`src/design/gb3_ram.sv`:
```
// ----------------------------------------------------------------------------
// gb3_ram: simple dual-port RAM
// One write port and one read port; read data registered on read enable,
// read-first when both ports hit the same address.
// ----------------------------------------------------------------------------
`default_nettype none

module gb3_ram #(
  parameter int Width = 8,
  parameter int Depth = 16
) (
  input  wire logic                     clk_i,
  input  wire logic                     we_i,
  input  wire logic [$clog2(Depth)-1:0] waddr_i,
  input  wire logic [Width-1:0]         wdata_i,
  input  wire logic                     re_i,
  input  wire logic [$clog2(Depth)-1:0] raddr_i,
  output logic      [Width-1:0]         rdata_o
);

  logic [Width-1:0] mem_q [Depth];
  logic [Width-1:0] rdata_q;

  always_ff @(posedge clk_i) begin
    if (we_i) begin
      mem_q[waddr_i] <= wdata_i;
    end
    if (re_i) begin
      rdata_q <= mem_q[raddr_i];
    end
  end

  assign rdata_o = rdata_q;

endmodule

`default_nettype wire

```
`config.mk`:
```
export PLATFORM = sky130hd
export DESIGN_NAME = gb3_ram
export DESIGN_NICKNAME = d
export VERILOG_FILES = /design/src/design/gb3_ram.sv
export SDC_FILE = /design/constraint.sdc
export NUM_CORES = 1
export LEC_CHECK = 0
export ABC_AREA = 1
export BUFFER_PORTS_ARGS = -buffer_cell sky130_fd_sc_hd__buf_2
export CORE_AREA = 2 2 107 109
export CTS_CLUSTER_DIAMETER = 150
export DETAILED_ROUTE_END_ITERATION = 8
export DIE_AREA = 0 0 109 111
export GPL_ROUTABILITY_DRIVEN = 0
export PLACE_DENSITY_LB_ADDON = 0.1
export SKIP_LAST_GASP = 1
export SYNTH_ARGS = -nofsm -noshare
export SYNTH_HDL_FRONTEND = slang
export SYNTH_SLANG_ARGS = --single-unit
export TNS_END_PERCENT = 10
```
`constraint.sdc`:
```
create_clock -name clk_i -period 1.59 [get_ports clk_i]
set_clock_uncertainty 0.1 [all_clocks]
set_input_delay 0.159 -clock clk_i [delete_from_list [all_inputs] [get_ports clk_i]]
set_output_delay 0.159 -clock clk_i [all_outputs]
set_load 0.1 [all_outputs]
```
# Word-level counts from Yosys, hierarchy flattened

Memory sizes are Yosys's and may differ from the RTL's. A register that Yosys moved wholly into a read port is not among the register bits.
Index checks and enable logic that the tools add are counted.

Output and inout port bits: 8
Memory bits (writable): 128
Memories kept: 1
Logic and storage cells: 3
Register bits: 0
Bits of input ports: 19

Muxes and demuxes: 2

Memory list:

| memory | depth | bits a word | rd ports | clocked after memory_dff | wr ports | line | source |
|---|---|---|---|---|---|---|---|
| mem_q  | 16    | 8           | 1        | 1                        | 1        | 21   | `logic [Width-1:0] mem_q [Depth];` |

Operators by type and width:

| cell             | number |
|---|---|
| 1-bit 2-to-1 mux | 2 |

# Logic depth before layout (Yosys ltp)

Gate-level depths: netlist of the first run.

Depth after elaboration: 2
Depth in mapped cells: 8
Depth with buffers taken out: 7

# Least setup slack after synthesis of the first run

No wires, ideal clock.

Kind: input to register
From: input waddr_i[2]
To: memory mem_q[10][0] (enable)
Data required time: 1.120 ns
Arrival: 0.740 ns
Path slack: 0.380 ns
Stages on the path: 2
Path buffers: 0
Setup time: 0.370 ns
Cell sequence: nand3b_1 nor2_1

RTL lines:

| element     | line | source |
|---|---|---|
| from (decl) | 14   | `input wire logic [$clog2(Depth)-1:0] waddr_i,` |
| to (decl)   | 21   |  |

No word-level cell before the write port.

# Worst setup path in the final report of the first run

From: register rdata_q[2], in the netlist rdata_o[2], read port of mem_q
To: output rdata_o[2]

RTL lines:

| element     | line | source |
|---|---|---|
| from (decl) | 22   | `logic [Width-1:0] rdata_q;` |
| to (decl)   | 18   | `output logic [Width-1:0] rdata_o` |

No word-level cell between the ends.

==> results.toml, run 1 <==
[detailed_routing]
route.antenna.remaining_nets = 0
wl_per_cell_um = 17.4
detailedRoute.firstIterationViolations = 325
route.vias.total = 3927
vias_per_cell = 5.24
drt-total-wl_um = 13100
final_routed_drc_violation_total = 0
firstDrtPassIters = 5

[grt]
total_congestion_overflow = 0
grt_pass1_wl_um = 20800
largest_net_degree_at_the_start_of_global_routing = 65
via_count_of_the_first_global_routing_pass = 3814
gr-usage-all-layers_pct = 23.5
antenna_found_initial = 0

[synth]
synthDominantAreaCellType = "edfxtp_1"
synth_area_leaders = "edfxtp_1 (70%), nand2_1 (11%), nand3_1 (8.3%)"
yosys_warnings = 0
synth.lib_cells_used.distinct = 11
post_synth.cell_area_avg_um2 = 10.6
synth_fp_nets = 570
mux_share_of_post_synthesis_cell_area_pct = 0
synth.cell_area_mm2 = 0.00585
post_synth_and_or_nand_nor_area_fraction_pct = 20.8
ys_seq_area_share_pct = 69.8
yosys.area_share.xor_xnor_pct = 0
yosys.area_share.adder_pct = 0
synth_top_area_share_pct = 69.8
synth_compound_gate_area_share_pct = 0
register_bit_count_reported_by_yosys = 136
synth_top_family_by_area = "simple AND/OR/NAND/NOR gates"
netlist_instances = 551

[setup_path]
cp_top_family = "buffers and inverters"
critical_path_source_type = "register"
timing.critical_path.cells = "buf_2"
critical_path.max_stage_delay_ns = 0.44
endpoint_of_the_worst_slack_reg_to_reg_timing_path = "rdata_o[1]"
worst_r2r_path_depth = 6
reg2reg_setup_slack_ns = 0.34
cp_num_buf_inv = 1
critPathArrivalTime_ns = 1.22
cp.required_ns = 1.33
worstSetupPathType = "register to output pin"
critPathSlowestCell = "buf_2"
worstSetupEndpointType = "output pin"
setup.worst_path.start = "rdata_o[2]"
regToRegStartpoint = "mem_q[5][1]"
worst_path_maximum_fanout = 1

[layout]
antenna_cells_inserted = 0
layout.cells.non_filler = 750
syn_to_final_growth_pct = 16.8
utilization_pct = 61.6
fin_nets = 613
layout_cell_share_with_drive_strength_beyond_1_pct = 13.0

[timing]
fin_crit_sh_pct = 93.2
max_freq_mhz = 675
report.final.setup_viol = 0
timing_max_transition_violations_final = 0
holdWs_ns = 0.0168
grt_setup_unrepaired = "false"
timing_hold_violations_final = 0
max-slew-margin-rel_pct = 59.8
finalWorstPathRequiredPeriod_ns = 1.48
setup_tns_ns = 0
tightest_slew_ns = 0.601

[clock_network]
buffers_from_clock_root_to_sink_at_most = 2
post_cts_setup_bufs = 0
tritoncts_clock_tree = "yes"
clk_transition_reported_paths_ns = 0.06
clk_latency_ns = 0.41
clkSinkCount = 136
h_tree_level_count = 4
post_cts_resized = 0
root_buffer = "clkbuf_16"
post_cts_hold_buffer_count = 0
numCtsBuffers = 17

[floorplanning]
floorplan.initialDensity_pct = 52.8
io_pins = 27
dieWidth_um = 109
core_area_mm2 = 0.0111
design.die.area_mm2 = 0.0121
die_y_um = 111
core.rowCount = 39

[outcome]
outcome = "complete, no violations"

[placement]
place_hpwl_um = 8090
placedCellCount = 718
buffers_on_ports = 26

[pwr]
cellLeakagePower_nw = 2.97
power_density_mw_per_mm2 = 1300
vdd.ir_drop.worst_mv = 0.694

[flow_run]
max-cap-violations = 0

[min_path]
worstHoldPathType = "input port to register"
worst_hold_path.num_cells = 1
hold_path_start = "re_i"
hold_path_end = "rdata_o[7]"
## cell usage after synthesis
library cell and instances:
buf_4 4, nor2_1 17, inv_1 100, inv_2 2, buf_2 13, buf_1 1
buf_6 6, nand2_1 173, nand3b_1 2, nand3_1 97, edfxtp_1 136
## registers in the layout, indices dropped and copies added (netlist names)
name,cells
mem_q,128
rdata_o,8
## per-layer routing
layer	routed length, um	global-route usage [%]	part of all wire [%]	up-vias
li1	-	-	-	1865
met1	5990	34.6	46	1917
met2	6160	36.0	47	134
met3	768	4.94	5.9	11
met4	126	5.90	0.97	0
met5	0	0	0	-
## area by class of cell
type / instances / area, um2
Clock inverter: 13 / 203
Inverter: 102 / 383
Tap cell: 143 / 179
Clock buffer: 19 / 433
Timing Repair Buffer: 48 / 333
Multi-Input combinational cell: 289 / 1210
Fill cell: 905 / 4250
Sequential cell: 136 / 4080
## where the power goes
part | switching, W | internal (W) | total (W)
Clock | 0.00143 | 0.00277 | 0.00420
Sequential | 0.0000239 | 0.00404 | 0.00406
Combinational | 0.000468 | 0.000148 | 0.000616
## kinds of logic (layout without fill, tap and decap cells)
| group | count (synthesis) | after routing |
|---|---|---|
| and+or+nand+nor | 289 | 289 |
| buffers and inverters | 126 | 182 |
| DFF | 136 | 136 |
## stage by stage
step | instance area, um2 | total power [W] | setup slack (ns)
after detailed placement | 6190 | 0.00476 | 0.0582
after global placement | 6190 | 0.00475 | 0.0568
after CTS | 6830 | 0.00893 | 0.107
after floorplan | 5850 | 0.00454 | 0.380
final | 6830 | 0.00888 | 0.109
after global routing | 6830 | 0.00913 | 0.0821
## placed cells by master (no fill, tap or decap), drive strengths merged
master    Yosys  layout
buf          24      48
bufinv        0       5
clkbuf        0      19
clkinv        0       7
clkinvlp      0       1
edfxtp      136     136
inv         102     102
nand2       173     173
nand3        97      97
nand3b        2       2
nor2         17      17
## worst max-delay path by stage
stage	to	slack, ns	cells after the start
3_3_place_gp	rdata_o[1]	0.06	6
3_5_place_dp	rdata_o[1]	0.06	6
2_1_floorplan	mem_q[10][0]	0.38	2
5_1_grt	rdata_o[2]	0.08	1
4_1_cts	rdata_o[2]	0.11	1
6_report	rdata_o[2]	0.11	1
Power figures use the tool's default switching activity.
==> inputs of run 2 (changes only) <==
==> constraint.sdc (replaced) <==
create_clock -name clk_i -period 1.3 [get_ports clk_i]
set_clock_uncertainty 0.1 [all_clocks]
set_input_delay 0.13 -clock clk_i [delete_from_list [all_inputs] [get_ports clk_i]]
set_output_delay 0.13 -clock clk_i [all_outputs]
set_load 0.1 [all_outputs]
==> run 2 against run 1 <==
Against the previous run:
- wire length increased by 1.3%
- clock-buffer cell count decreased by 2
- utilization increased by 0.71 points
- die area unchanged
- power increased by 19%
- first-iteration DRC count decreased by 16%
- global-route usage increased by 0.24 points
- combinational power increased by 31%
- sequential power increased by 23%
==> results.toml, run 2 (synthesized netlist as in run 1, its figures left out) <==
[clock_network]
numCtsBuffers = 17
clk_latency_ns = 0.42
h_tree_level_count = 4
clk_transition_reported_paths_ns = 0.06
root_buffer = "clkbuf_16"
tritoncts_clock_tree = "yes"
clkSinkCount = 136
post_cts_setup_bufs = 0
buffers_from_clock_root_to_sink_at_most = 2

[layout]
footprint_of_the_multi_input_gates_mm2 = 0.00122
fin_nets = 616
largest_register = "mem_q"
layout_cell_share_with_drive_strength_beyond_1_pct = 13.6
antenna_cells_inserted = 0
most_common_library_cell_in_the_layout_ignoring_fill_and_taps = "nand2_1"
sequential_cell_area_mm2 = 0.00408
largest_register_ff_count = 128
layout.cells.non_filler = 753
fill_cells = 895
syn_to_final_growth_pct = 18.1
most-common-layout-cells = "nand2_1 (173), edfxtp_1 (136), inv_1 (100)"

[flow_run]
max-cap-violations = 0

[timing]
tightest_slew_ns = 0.615
holdWs_ns = 0.0205
max-slew-margin-rel_pct = 58.9
finalWorstPathRequiredPeriod_ns = 1.29
max_freq_mhz = 773
setup_tns_ns = 0
timing_hold_violations_final = 0
fin_crit_sh_pct = 99.5
timing_max_transition_violations_final = 0
report.final.setup_viol = 0
grt_setup_unrepaired = "true"

[pwr]
cellLeakagePower_nw = 2.99
vdd.ir_drop.worst_mv = 0.818
power_density_mw_per_mm2 = 1520

[min_path]
hold_path_start = "wdata_i[2]"
worstHoldPathType = "input port to register"
worst_hold_path.num_cells = 1

[setup_path]
worstSetupEndpointType = "output pin"
cp_num_buf_inv = 1
endpoint = "rdata_o[0]"
critical_path_source_type = "register"
timing.critical_path.cells = "buf_6"
worst_r2r_path_depth = 6
worst-path-stages = 1
cp.required_ns = 1.07
worst_path_maximum_fanout = 1
critPathSlowestCell = "edfxtp_1"
critical_path.max_stage_delay_ns = 0.43
cp_top_family = "flip-flops"
reg2reg_setup_slack_ns = 0.05
endpoint_of_the_worst_slack_reg_to_reg_timing_path = "rdata_o[7]"
setup.worst_path.start = "rdata_o[0]"
critPathArrivalTime_ns = 1.06
worstSetupPathType = "register to output pin"
regToRegStartpoint = "mem_q[9][7]"

[floorplanning]
core_area_mm2 = 0.0111
die_y_um = 111
design.die.area_mm2 = 0.0121
dieWidth_um = 109
floorplan.initialDensity_pct = 52.8
io_pins = 27
core.rowCount = 39

[placement]
place_hpwl_um = 8250
buffers_on_ports = 26
placedCellCount = 720

[grt]
total_congestion_overflow = 0
antenna_found_initial = 0
grt_pass1_wl_um = 20500
via_count_of_the_first_global_routing_pass = 3744
largest_net_degree_at_the_start_of_global_routing = 33
gr-usage-all-layers_pct = 23.8

[detailed_routing]
vias_per_cell = 5.06
firstDrtPassIters = 4
route.vias.total = 3813
route.antenna.remaining_nets = 0
final_routed_drc_violation_total = 0
wl_per_cell_um = 17.6
drt-total-wl_um = 13200
detailedRoute.firstIterationViolations = 273

[outcome]
outcome = "complete, no violations"
run 2: cell count changes in the layout (fill, tap and decap cells not counted), moves of 3 or more:
cell	previous run	this run
buf_6	0	3
buf_12	3	8
buf_2	26	18
clkinvlp_4	1	4
run 2: through the flow:
stage               util [%]  power (W)  worst slack, ns  area, um2
floorplan                  -    0.00555            0.119       5850
global placement        56.7    0.00585           -0.168       6280
detailed placement      56.7    0.00586           -0.201       6280
CTS                     62.2     0.0106          -0.0347       6890
global route            62.4     0.0108          -0.0286       6910
finish                  62.4     0.0105          0.00617       6910
run 2: routing by layer:
| metal | track usage [%] | up-vias | share of wire [%] |
|---|---|---|---|
| met5 | 0 | - | 0 |
| met4 | 9.66 | 0 | 2.1 |
| met3 | 4.88 | 20 | 6.3 |
| met2 | 35.6 | 121 | 46 |
| met1 | 34.1 | 1797 | 46 |
| li1 | - | 1875 | - |
run 2: worst register-to-register path, delay by kind of cell (launching register included):
family | cells | cell delay [ns]
simple gates | 5 | 0.46
flops | 1 | 0.36
buf+inv | 1 | 0.07
run 2: power by group:
group | internal, W | leakage [nW] | switching (W) | total [W]
combinational | 0.000234 | 1.47 | 0.000575 | 0.000809
sequential | 0.00494 | 1.24 | 0.0000379 | 0.00498
clock | 0.00297 | 0.277 | 0.00177 | 0.00474
run 2: layout make-up:
cell class                      count  share of cell area, %
Clock buffer                       17                   6.16
Clock inverter                     15                   2.32
Inverter                          102                   5.54
Multi-Input combinational cell    289                   17.7
Sequential cell                   136                   59.1
Tap cell                          143                   2.59
Timing Repair Buffer               51                   6.54
run 2: how the worst min path moves through the flow:
stage,endpoint,slack [ns]
final,mem_q[3][2],0.02
after global routing,mem_q[3][2],0.04
after CTS,mem_q[3][2],0.03
after detailed placement,rdata_o[1],0.41
after global placement,rdata_o[1],0.41
after floorplan,mem_q[0][0],0.13
run 2: what timing repair did:
| item | CTS | global route |
|---|---|---|
| resized for setup | 6 | 3 |
| hold buffers | 1 | 0 |
| cloned | 0 | 0 |
| endpoints found under the hold margin | 8 | 0 |
| pin swaps | 0 | 0 |
| setup endpoints to repair | 6 | 10 |
